--- config.mk ---
export PLATFORM = sky130hd
export DESIGN_NAME = dxt_block_texture_decoder
export DESIGN_NICKNAME = d
export VERILOG_FILES = /design/src/rtl/core/dxt_pkg.sv /design/src/rtl/core/dxt_block_texture_decoder.sv /design/src/rtl/core/dxt_front.sv /design/src/rtl/core/dxt_queue.sv /design/src/rtl/core/dxt_back.sv
export SDC_FILE = /design/constraint.sdc
export NUM_CORES = 2
export LEC_CHECK = 0
export BUFFER_PORTS_ARGS = -buffer_cell sky130_fd_sc_hd__buf_2
export CAP_MARGIN = 15
export CORE_ASPECT_RATIO = 0.8
export CORE_UTILIZATION = 55
export DETAILED_ROUTE_END_ITERATION = 16
export PLACE_DENSITY = 0.72
export SLEW_MARGIN = 20
export SYNTH_ARGS = -nofsm -noshare
export SYNTH_HDL_FRONTEND = slang
export SYNTH_SLANG_ARGS = --single-unit
--- constraint.sdc ---
create_clock -name clk -period 24.5 [get_ports clk]
set_input_delay 2.45 -clock clk [delete_from_list [all_inputs] [get_ports clk]]
set_output_delay 2.45 -clock clk [all_outputs]
set_load 0.05 [all_outputs]
--- src/rtl/core/dxt_pkg.sv ---
// ----------------------------------------------------------------------------
// dxt_pkg
// Types, codes and small arithmetic helpers shared by the block decoder.
// ----------------------------------------------------------------------------
package dxt_pkg;

	// Format codes held in the format register. The unused code decodes as DXT1.
	localparam logic [1:0] MODE_DXT1 = 2'd0;
	localparam logic [1:0] MODE_DXT3 = 2'd1;
	localparam logic [1:0] MODE_DXT5 = 2'd2;

	// Configuration register indexes.
	localparam logic [1:0] CFG_FORMAT = 2'd0;
	localparam logic [1:0] CFG_WIDTH  = 2'd1;
	localparam logic [1:0] CFG_HEIGHT = 2'd2;

	localparam int CFG_DATA_W = 11;

	// Reciprocals for the constant divisions; each is exact over the range it sees.
	localparam logic [9:0]  RECIP3       = 10'd683;
	localparam int          RECIP3_SHIFT = 11;
	localparam logic [11:0] RECIP5       = 12'd3277;
	localparam logic [11:0] RECIP7       = 12'd2341;
	localparam int          RECIP_SHIFT  = 14;

	// Depth of the descriptor queue between the front and the back.
	localparam int QDEPTH = 2;
	localparam int QPTR_W = $clog2(QDEPTH);
	localparam int QCNT_W = $clog2(QDEPTH + 1);

	typedef struct packed {
		logic [63:0] color_block;
		logic [63:0] alpha_block;
		logic [7:0]  block_col;
		logic [7:0]  block_row;
	} blk_t;

	typedef struct packed {
		logic [9:0] pixel_x;
		logic [9:0] pixel_y;
		logic [7:0] blue;
		logic [7:0] green;
		logic [7:0] red;
		logic [7:0] alpha;
		logic       last;
	} pix_t;

	typedef struct packed {
		logic [7:0] blue;
		logic [7:0] green;
		logic [7:0] red;
	} bgr_t;

	// One classified block as the back part needs it.
	typedef struct packed {
		bgr_t [3:0]  pal;
		logic        three;
		logic [31:0] cidx;
		logic [63:0] ablk;
		logic [7:0]  col;
		logic [7:0]  row;
		logic [1:0]  last_col;
		logic [1:0]  last_row;
	} desc_t;

	// Truncating v*255/31: 8v plus the number of thresholds ceil(31m/7) reached.
	function automatic logic [7:0] expand5(input logic [4:0] v);
		logic [7:0] e;
		e = {v, 3'b000};
		e = e + 8'(v >= 5'd5) + 8'(v >= 5'd9) + 8'(v >= 5'd14) + 8'(v >= 5'd18)
			+ 8'(v >= 5'd23) + 8'(v >= 5'd27) + 8'(v >= 5'd31);
		return e;
	endfunction

	// Truncating v*255/63: 4v plus floor(v/21).
	function automatic logic [7:0] expand6(input logic [5:0] v);
		logic [7:0] e;
		e = {v, 2'b00};
		e = e + 8'(v >= 6'd21) + 8'(v >= 6'd42) + 8'(v >= 6'd63);
		return e;
	endfunction

	// Division by three for values up to 765.
	function automatic logic [7:0] div3(input logic [9:0] v);
		logic [19:0] p;
		p = 20'(v) * 20'(RECIP3);
		return p[RECIP3_SHIFT +: 8];
	endfunction

endpackage

--- src/rtl/core/dxt_block_texture_decoder.sv ---
// ----------------------------------------------------------------------------
// dxt_block_texture_decoder
// DXT1/DXT3/DXT5 4x4 block decoder with clipping to the image size.
// ----------------------------------------------------------------------------
// Each pushed block yields one BGRA pixel per covered image pixel, in raster
// order within the block, with last set on the final one. The pixel emitter
// produces one pixel per cycle unless the receiver stalls; a block wholly
// outside the image is dropped in the front and yields nothing. The front
// builds the palette in two pipeline stages and hands it over through a
// two-entry queue, so blocks are taken while earlier ones are still being
// emitted; the input stops only when the queue is full and a covered block
// waits in stage two. A block passes both stages, the queue, the descriptor
// and b1 registers before its first pixel reaches the output. Configuration
// must be written by the user only while idle; the decoder does not check it.
module dxt_block_texture_decoder import dxt_pkg::*; #(
	parameter int MAX_IMAGE_DIM = 1024
) (
	input  logic                  clk,
	input  logic                  arst_n,
	input  logic                  push,
	output logic                  full,
	input  blk_t                  blk,
	output logic                  empty,
	input  logic                  pop,
	output pix_t                  pix,
	input  logic                  cfg_we,
	input  logic [1:0]            cfg_index,
	input  logic [CFG_DATA_W-1:0] cfg_data
);

	logic [1:0]            mode_q;
	logic [CFG_DATA_W-1:0] width_q, height_q;

	logic  q_wr, q_rd, q_full, q_empty;
	desc_t q_wdata, q_rdata;

	always_ff @(posedge clk or negedge arst_n) begin
		if (!arst_n) begin
			mode_q   <= MODE_DXT1;
			width_q  <= CFG_DATA_W'(1024);
			height_q <= CFG_DATA_W'(1024);
		end else if (cfg_we) begin
			case (cfg_index)
				CFG_FORMAT: mode_q   <= cfg_data[1:0];
				CFG_WIDTH:  width_q  <= cfg_data;
				CFG_HEIGHT: height_q <= cfg_data;
				default: ;
			endcase
		end
	end

	dxt_front #(
		.MAX_IMAGE_DIM(MAX_IMAGE_DIM)
	) u_front (
		.clk    (clk),
		.arst_n (arst_n),
		.push   (push),
		.full   (full),
		.blk    (blk),
		.width  (width_q),
		.height (height_q),
		.q_full (q_full),
		.q_wr   (q_wr),
		.q_data (q_wdata)
	);

	dxt_queue u_queue (
		.clk     (clk),
		.arst_n  (arst_n),
		.wr      (q_wr),
		.wr_data (q_wdata),
		.q_full  (q_full),
		.rd      (q_rd),
		.rd_data (q_rdata),
		.q_empty (q_empty)
	);

	dxt_back u_back (
		.clk     (clk),
		.arst_n  (arst_n),
		.mode    (mode_q),
		.rd_data (q_rdata),
		.q_empty (q_empty),
		.rd      (q_rd),
		.empty   (empty),
		.pop     (pop),
		.pix     (pix)
	);

endmodule

--- src/rtl/core/dxt_front.sv ---
// ----------------------------------------------------------------------------
// dxt_front
// Accepts compressed blocks, builds the colour palette, works out the covered
// part of the block and drops blocks that lie wholly outside the image.
// ----------------------------------------------------------------------------
module dxt_front import dxt_pkg::*; #(
	parameter int MAX_IMAGE_DIM = 1024
) (
	input  logic                  clk,
	input  logic                  arst_n,
	input  logic                  push,
	output logic                  full,
	input  blk_t                  blk,
	input  logic [CFG_DATA_W-1:0] width,
	input  logic [CFG_DATA_W-1:0] height,
	input  logic                  q_full,
	output logic                  q_wr,
	output desc_t                 q_data
);

	localparam int DIM_BITS = $clog2(MAX_IMAGE_DIM + 1);
	localparam int LIM_W = (DIM_BITS > CFG_DATA_W) ? DIM_BITS : CFG_DATA_W;
	localparam logic [LIM_W-1:0] DIM_LIM = LIM_W'(MAX_IMAGE_DIM);

	logic       v_s1, v_s2;
	blk_t       blk_s1;
	logic       advance;

	logic [LIM_W-1:0] wlim, hlim, ox, oy, wdiff, hdiff;
	logic             cov;
	logic [1:0]       lc, lr;
	logic [15:0]      c0, c1;
	logic [2:0][7:0]  e0, e1;
	logic [2:0][9:0]  twoa, twob;
	logic [2:0][8:0]  pair;

	logic [2:0][7:0]  e0_s2, e1_s2;
	logic [2:0][9:0]  twoa_s2, twob_s2;
	logic [2:0][8:0]  pair_s2;
	logic             three_s2, cov_s2;
	logic [1:0]       lc_s2, lr_s2;
	logic [31:0]      cidx_s2;
	logic [63:0]      ablk_s2;
	logic [7:0]       col_s2, row_s2;

	// The whole front stalls only when a covered block waits on a full queue.
	assign advance = !(v_s2 && cov_s2 && q_full);
	assign full    = !advance;

	always_ff @(posedge clk or negedge arst_n) begin
		if (!arst_n) begin
			v_s1 <= 1'b0;
			v_s2 <= 1'b0;
		end else if (advance) begin
			v_s1 <= push;
			v_s2 <= v_s1;
		end
	end

	always_comb begin
		wlim = (LIM_W'(width) < DIM_LIM) ? LIM_W'(width) : DIM_LIM;
		hlim = (LIM_W'(height) < DIM_LIM) ? LIM_W'(height) : DIM_LIM;
		ox = LIM_W'({blk_s1.block_col, 2'b00});
		oy = LIM_W'({blk_s1.block_row, 2'b00});
		wdiff = wlim - ox;
		hdiff = hlim - oy;
		cov = (wlim > ox) && (hlim > oy);
		lc = (wdiff >= LIM_W'(4)) ? 2'd3 : 2'(wdiff - LIM_W'(1));
		lr = (hdiff >= LIM_W'(4)) ? 2'd3 : 2'(hdiff - LIM_W'(1));

		c0 = blk_s1.color_block[15:0];
		c1 = blk_s1.color_block[31:16];
		e0[0] = expand5(c0[4:0]);
		e0[1] = expand6(c0[10:5]);
		e0[2] = expand5(c0[15:11]);
		e1[0] = expand5(c1[4:0]);
		e1[1] = expand6(c1[10:5]);
		e1[2] = expand5(c1[15:11]);
		for (int ch = 0; ch < 3; ch++) begin
			twoa[ch] = 10'({e0[ch], 1'b0}) + 10'(e1[ch]);
			twob[ch] = 10'(e0[ch]) + 10'({e1[ch], 1'b0});
			pair[ch] = 9'(e0[ch]) + 9'(e1[ch]);
		end
	end

	always_ff @(posedge clk) begin
		if (advance) begin
			if (push) begin
				blk_s1 <= blk;
			end
			e0_s2    <= e0;
			e1_s2    <= e1;
			twoa_s2  <= twoa;
			twob_s2  <= twob;
			pair_s2  <= pair;
			three_s2 <= (c0 <= c1);
			cov_s2   <= cov;
			lc_s2    <= lc;
			lr_s2    <= lr;
			cidx_s2  <= blk_s1.color_block[63:32];
			ablk_s2  <= blk_s1.alpha_block;
			col_s2   <= blk_s1.block_col;
			row_s2   <= blk_s1.block_row;
		end
	end

	// Palette entries two and three follow the three-colour rule in every format.
	always_comb begin
		q_data.pal[0] = '{blue: e0_s2[0], green: e0_s2[1], red: e0_s2[2]};
		q_data.pal[1] = '{blue: e1_s2[0], green: e1_s2[1], red: e1_s2[2]};
		if (three_s2) begin
			q_data.pal[2] = '{blue: pair_s2[0][8:1], green: pair_s2[1][8:1],
				red: pair_s2[2][8:1]};
			q_data.pal[3] = '{blue: 8'd0, green: 8'd0, red: 8'd0};
		end else begin
			q_data.pal[2] = '{blue: div3(twoa_s2[0]), green: div3(twoa_s2[1]),
				red: div3(twoa_s2[2])};
			q_data.pal[3] = '{blue: div3(twob_s2[0]), green: div3(twob_s2[1]),
				red: div3(twob_s2[2])};
		end
		q_data.three    = three_s2;
		q_data.cidx     = cidx_s2;
		q_data.ablk     = ablk_s2;
		q_data.col      = col_s2;
		q_data.row      = row_s2;
		q_data.last_col = lc_s2;
		q_data.last_row = lr_s2;
	end

	assign q_wr = v_s2 && cov_s2 && !q_full;

endmodule

--- src/rtl/core/dxt_queue.sv ---
// ----------------------------------------------------------------------------
// dxt_queue
// Short descriptor queue that decouples the front from the pixel emitter.
// ----------------------------------------------------------------------------
module dxt_queue import dxt_pkg::*; (
	input  logic  clk,
	input  logic  arst_n,
	input  logic  wr,
	input  desc_t wr_data,
	output logic  q_full,
	input  logic  rd,
	output desc_t rd_data,
	output logic  q_empty
);

	desc_t             mem [QDEPTH];
	logic [QPTR_W-1:0] wr_ptr_q, rd_ptr_q;
	logic [QCNT_W-1:0] cnt_q;

	assign q_full  = (cnt_q == QCNT_W'(QDEPTH));
	assign q_empty = (cnt_q == '0);
	assign rd_data = mem[rd_ptr_q];

	always_ff @(posedge clk) begin
		if (wr) begin
			mem[wr_ptr_q] <= wr_data;
		end
	end

	always_ff @(posedge clk or negedge arst_n) begin
		if (!arst_n) begin
			wr_ptr_q <= '0;
			rd_ptr_q <= '0;
			cnt_q    <= '0;
		end else begin
			if (wr) begin
				wr_ptr_q <= (wr_ptr_q == QPTR_W'(QDEPTH - 1)) ? '0 : wr_ptr_q + 1'b1;
			end
			if (rd) begin
				rd_ptr_q <= (rd_ptr_q == QPTR_W'(QDEPTH - 1)) ? '0 : rd_ptr_q + 1'b1;
			end
			cnt_q <= cnt_q + QCNT_W'(wr) - QCNT_W'(rd);
		end
	end

endmodule

--- src/rtl/core/dxt_back.sv ---
// ----------------------------------------------------------------------------
// dxt_back
// Walks the covered pixels of each queued block, one per cycle unless the
// output stalls, and decodes colour and alpha into the result register.
// ----------------------------------------------------------------------------
module dxt_back import dxt_pkg::*; (
	input  logic       clk,
	input  logic       arst_n,
	input  logic [1:0] mode,
	input  desc_t      rd_data,
	input  logic       q_empty,
	output logic       rd,
	output logic       empty,
	input  logic       pop,
	output pix_t       pix
);

	typedef enum logic [1:0] {
		ASEL_PASS,
		ASEL_DIV5,
		ASEL_DIV7
	} asel_t;

	desc_t      cur_q;
	logic       act_q;
	logic [1:0] px_q, py_q;
	logic       adv, at_end;

	logic [15:0][1:0] cidx_w;
	logic [15:0][3:0] nib_w;
	logic [15:0][2:0] aidx_w;
	logic [3:0]       k;
	logic [1:0]       ci;
	logic [7:0]       a0, a1;
	logic [2:0]       ai, w0, w1;

	asel_t       asel;
	logic [7:0]  apass;
	logic [10:0] asum;

	logic        v_b1;
	logic [9:0]  x_b1, y_b1;
	bgr_t        bgr_b1;
	asel_t       asel_b1;
	logic [7:0]  apass_b1;
	logic [10:0] asum_b1;
	logic        last_b1;

	logic        v_out_q;
	logic [21:0] prod5, prod7;
	logic [7:0]  afin;

	assign adv    = !v_out_q || pop;
	assign empty  = !v_out_q;
	assign at_end = (px_q == cur_q.last_col) && (py_q == cur_q.last_row);
	assign rd     = !q_empty && (!act_q || (adv && at_end));

	always_ff @(posedge clk or negedge arst_n) begin
		if (!arst_n) begin
			act_q   <= 1'b0;
			px_q    <= 2'd0;
			py_q    <= 2'd0;
			v_b1    <= 1'b0;
			v_out_q <= 1'b0;
		end else begin
			if (rd) begin
				act_q <= 1'b1;
				px_q  <= 2'd0;
				py_q  <= 2'd0;
			end else if (act_q && adv) begin
				if (at_end) begin
					act_q <= 1'b0;
				end else if (px_q == cur_q.last_col) begin
					px_q <= 2'd0;
					py_q <= py_q + 2'd1;
				end else begin
					px_q <= px_q + 2'd1;
				end
			end
			if (adv) begin
				v_b1    <= act_q;
				v_out_q <= v_b1;
			end
		end
	end

	always_ff @(posedge clk) begin
		if (rd) begin
			cur_q <= rd_data;
		end
	end

	always_comb begin
		cidx_w = cur_q.cidx;
		nib_w  = cur_q.ablk;
		aidx_w = cur_q.ablk[63:16];
		k  = {py_q, px_q};
		ci = cidx_w[k];
		a0 = cur_q.ablk[7:0];
		a1 = cur_q.ablk[15:8];
		ai = aidx_w[k];
		// Both weightings share the a1 weight; only the a0 weight differs.
		w1 = ai - 3'd1;
		w0 = (a0 > a1) ? 3'(4'd8 - {1'b0, ai}) : 3'(4'd6 - {1'b0, ai});
		asum  = 11'(w0) * 11'(a0) + 11'(w1) * 11'(a1);
		asel  = ASEL_PASS;
		apass = 8'd255;
		case (mode)
			MODE_DXT3: begin
				apass = {nib_w[k], nib_w[k]};
			end
			MODE_DXT5: begin
				if (ai == 3'd0) begin
					apass = a0;
				end else if (ai == 3'd1) begin
					apass = a1;
				end else if (a0 > a1) begin
					asel = ASEL_DIV7;
				end else if (ai == 3'd6) begin
					apass = 8'd0;
				end else if (ai == 3'd7) begin
					apass = 8'd255;
				end else begin
					asel = ASEL_DIV5;
				end
			end
			default: begin
				apass = (cur_q.three && ci == 2'd3) ? 8'd0 : 8'd255;
			end
		endcase
	end

	always_ff @(posedge clk) begin
		if (adv) begin
			x_b1     <= {cur_q.col, px_q};
			y_b1     <= {cur_q.row, py_q};
			bgr_b1   <= cur_q.pal[ci];
			asel_b1  <= asel;
			apass_b1 <= apass;
			asum_b1  <= asum;
			last_b1  <= at_end;
		end
	end

	always_comb begin
		prod5 = 22'(asum_b1) * 22'(RECIP5);
		prod7 = 22'(asum_b1) * 22'(RECIP7);
		case (asel_b1)
			ASEL_DIV5: afin = prod5[RECIP_SHIFT +: 8];
			ASEL_DIV7: afin = prod7[RECIP_SHIFT +: 8];
			default:   afin = apass_b1;
		endcase
	end

	always_ff @(posedge clk) begin
		if (adv) begin
			pix.pixel_x <= x_b1;
			pix.pixel_y <= y_b1;
			pix.blue    <= bgr_b1.blue;
			pix.green   <= bgr_b1.green;
			pix.red     <= bgr_b1.red;
			pix.alpha   <= afin;
			pix.last    <= last_b1;
		end
	end

endmodule

==> results.sh <==
export IMPL_wirelength_mm=114
export IMPL_crit_end="u_back.asum_b1[10]$_DFFE_PP_"
export IMPL_io_pins=217
export IMPL_gr_total_overflow=0
export IMPL_cap_viol_max_count=0
export IMPL_grt_pass1_wl_mm=179
export IMPL_synth_flop_cell="edfxtp_1"
export IMPL_numPortBuffers=216
export IMPL_hold_slack_ns=0.416
export IMPL_cp_required_ns=24.97
export IMPL_synthTopCellsByCount="edfxtp_1, ha_1, inv_1"
export IMPL_root_buffer="clkbuf_16"
export IMPL_gp_congestion=0.879
export IMPL_first_pass_iters=5
export IMPL_synthCells=3905
export IMPL_reg2regPathDepth=21
export IMPL_core_mm2=0.108
export IMPL_crit_arrival_ns=7.57
export IMPL_synth_area_mm2=0.0600
export IMPL_die_area_mm2=0.110
export IMPL_h_tree_depth=3
export IMPL_ctsLongestPathBuffers=3
export IMPL_avgSynthCellArea_um2=15.4
export IMPL_grt_pass1_vias=31700
export IMPL_start_util=0.554
export IMPL_synth_top_family_by_area="adder cells"
export IMPL_yosys_warnings=0
export IMPL_synth_nets=4899
export IMPL_insertion_delay_ns=0.74
export IMPL_synth_xor_area_frac=0.0244
export IMPL_antenna_found_initial=3
export IMPL_stdcell_area_mm2=0.0665
export IMPL_synth_area_mux_share=0.0714
export IMPL_synth_area_leaders="edfxtp_1, ha_1, fa_1, mux2_2, inv_1"
export IMPL_hold_viol=0
export IMPL_cp_end_kind="flip-flop"
export IMPL_outcome="complete, no violations"
export IMPL_crit_fanout=33
export IMPL_start_kind="flip-flop"
export IMPL_drive_gt1_frac=0.165
export IMPL_seq_area_frac_synth=0.589
export IMPL_skew_ns=0.0593
export IMPL_setup_viol=0
export IMPL_maxUsedRoutingLayer="met4"
export IMPL_dieWidth_um=371
export IMPL_postCtsSetupBuffers=0
export IMPL_route_met3_wl_mm=6.52
export IMPL_gr_usage_all_layers=0.212
export IMPL_finalMaxSlewViolations=0
export IMPL_drc=0
export IMPL_post_cts_hold_buffer_count=0
export IMPL_cts_made_buffers=113
export IMPL_hpwlAfterDp_mm=80.0
export IMPL_fin_setup_tns_ns=0
export IMPL_via_count=30900
export IMPL_m1WireLength_mm=54.6
export IMPL_hold_class="flip-flop to flip-flop"
export IMPL_dpl_cell_area_mm2=0.0628
export IMPL_finalCritPeriodShare=0.290
export IMPL_crit_start="u_back.px_q[0]$_DFFE_PN0P_"
export IMPL_vias_per_cell=5.39
export IMPL_reg2reg_to="u_back.asum_b1[10]$_DFFE_PP_"
export IMPL_reg2reg_slack_ns=17.40
export IMPL_syn2layout_area_growth_pct=10.8
export IMPL_synth_most_common_cell="edfxtp_1"
export IMPL_synth_edf_count=1146
export IMPL_post_cts_resized=0
export IMPL_slew_headroom=0.296
export IMPL_die_h_um=298
export IMPL_r2r_start="u_back.px_q[0]$_DFFE_PN0P_"
export IMPL_rsz0062_at_grt="no"
export IMPL_async_reset_ff_frac=0.0313
export IMPL_yosysTopAreaCellShare=0.573
export IMPL_antenna_left=0
export IMPL_wl_met2_mm=50.4
export IMPL_synth_area_leader_cell="edfxtp_1"
export IMPL_ys_seq_elements=1183
export IMPL_clock_sinks=1183
export IMPL_synth_cell_type_count=70
export IMPL_synthSimpleGateAreaFrac=0.0310
export IMPL_fin_nets=5191
export IMPL_worstSetupPathType="flip-flop to flip-flop"
export IMPL_whs_path_depth=0
export IMPL_antenna_cells=0
export IMPL_cts_tree="built"
export IMPL_cts_clk_slew_worst_paths_ns=0.07
export IMPL_period_needed_ns=7.10
export IMPL_worstMarginPinSlew_ns=1.06
export IMPL_grt_max_degree=137
export IMPL_row_count=108
export IMPL_wl_per_cell_um=19.9
export IMPL_drt_iter0_markers=2281
export IMPL_synth_compound_gate_area_share=0.0416
export IMPL_synthAdderAreaFrac=0.202
export IMPL_fmax_mhz=141
[layout by cell type, fill, tap and decap left out, drive strengths merged, types with 17 or more instances in the layout]
cell    count
edfxtp   1146
ha        604
inv       587
buf       238
mux2      237
fa        228
clkbuf    140
xnor2     124
a21oi     113
nor2      104
nand2      95
o21ai      92
mux4       68
clkinv     48
o21bai     43
xor2       43
dfrtp      35
nand3      34
a21o       31
nor2b      28
nor3       24
and2       21
nand2b     20
o21a       17
[per-layer routing]
metal / vias up / GRT usage
li1: 14700 / -
met1: 15300 / 0.325
met2: 661 / 0.316
met3: 134 / 0.0428
met4: 0 / 0.0474
met5: - / 0
[worst max-delay path: stages, from the launching register on]
cell,delay (ns)
dfrtp_2,0.48
buf_4,0.53
mux4_2,0.60
mux4_2,0.67
inv_1,0.23
ha_1,0.37
xnor2_1,0.61
and2_1,0.24
fa_1,0.44
fa_1,0.50
inv_1,0.06
fa_1,0.52
inv_1,0.07
fa_1,0.46
a21oi_1,0.15
nor2_1,0.06
nor2_1,0.14
o21bai_1,0.08
a21oi_1,0.25
o21bai_1,0.11
a21oi_1,0.18
xnor2_1,0.09
[logic make-up after synthesis]
| family | count (synthesis) |
|---|---|
| fa+ha+maj | 832 |
| other cells | 1 |
| xor+xnor | 167 |
| simple gates | 383 |
| mux | 308 |
| compound gates | 393 |
| buf+inv | 638 |
| flops | 1183 |
[registers in the layout, summed over array words and instances, names as in the netlist, 24 cells and up]
name / flops
u_back.bgr_b1: 24
u_front.ablk_s2: 64
u_front.twoa_s2: 30
u_queue.mem: 426
u_front.twob_s2: 30
u_front.pair_s2: 24
u_back.nib_w: 64
u_back.cidx_w: 32
u_back.cur_q: 117
u_front.blk_s1: 144
u_back.pix: 53
u_front.q_data: 42
u_front.cidx_s2: 32
[worst min-delay path by stage]
stage	start	to	slack [ns]
global route	u_front.blk_s1[28]$_DFFE_PP_	u_front.ablk_s2[12]$_DFFE_PN_	0.42
finish	u_front.blk_s1[31]$_DFFE_PP_	u_front.ablk_s2[15]$_DFFE_PN_	0.42
detailed placement	u_back.cur_q[7]$_DFFE_PP_	u_back.y_b1[5]$_DFFE_PP_	0.40
floorplan	u_back.last_b1$_DFFE_PP_	u_back.pix[0]$_DFFE_PP_	0.40
global placement	u_back.y_b1[2]$_DFFE_PP_	u_back.pix[35]$_DFFE_PP_	0.40
CTS	u_back.bgr_b1[3]$_DFFE_PP_	u_back.pix[12]$_DFFE_PP_	0.42
[per-stage QoR]
step           utilization  worst slack, ns  instances
6_report             0.614            17.40       5724
5_1_grt              0.614            16.98       5724
4_1_cts              0.614            17.35       5724
3_5_place_dp         0.580            17.34       5512
3_3_place_gp         0.580            17.53       5512
2_1_floorplan            -             8.53       3905
[layout make-up]
type	instances	area (µm²)
fillers	8010	41900
flip-flops and latches	1183	35300
multi-input cells	2084	22300
clock buffers	140	2960
inverters	577	2180
well taps	1430	1790
repair buffers	238	1260
clock inverters	72	729
Power is left out: the tool's default activity adds up to more than one toggle a clock period on the data nets, which glitch-free logic cannot reach.
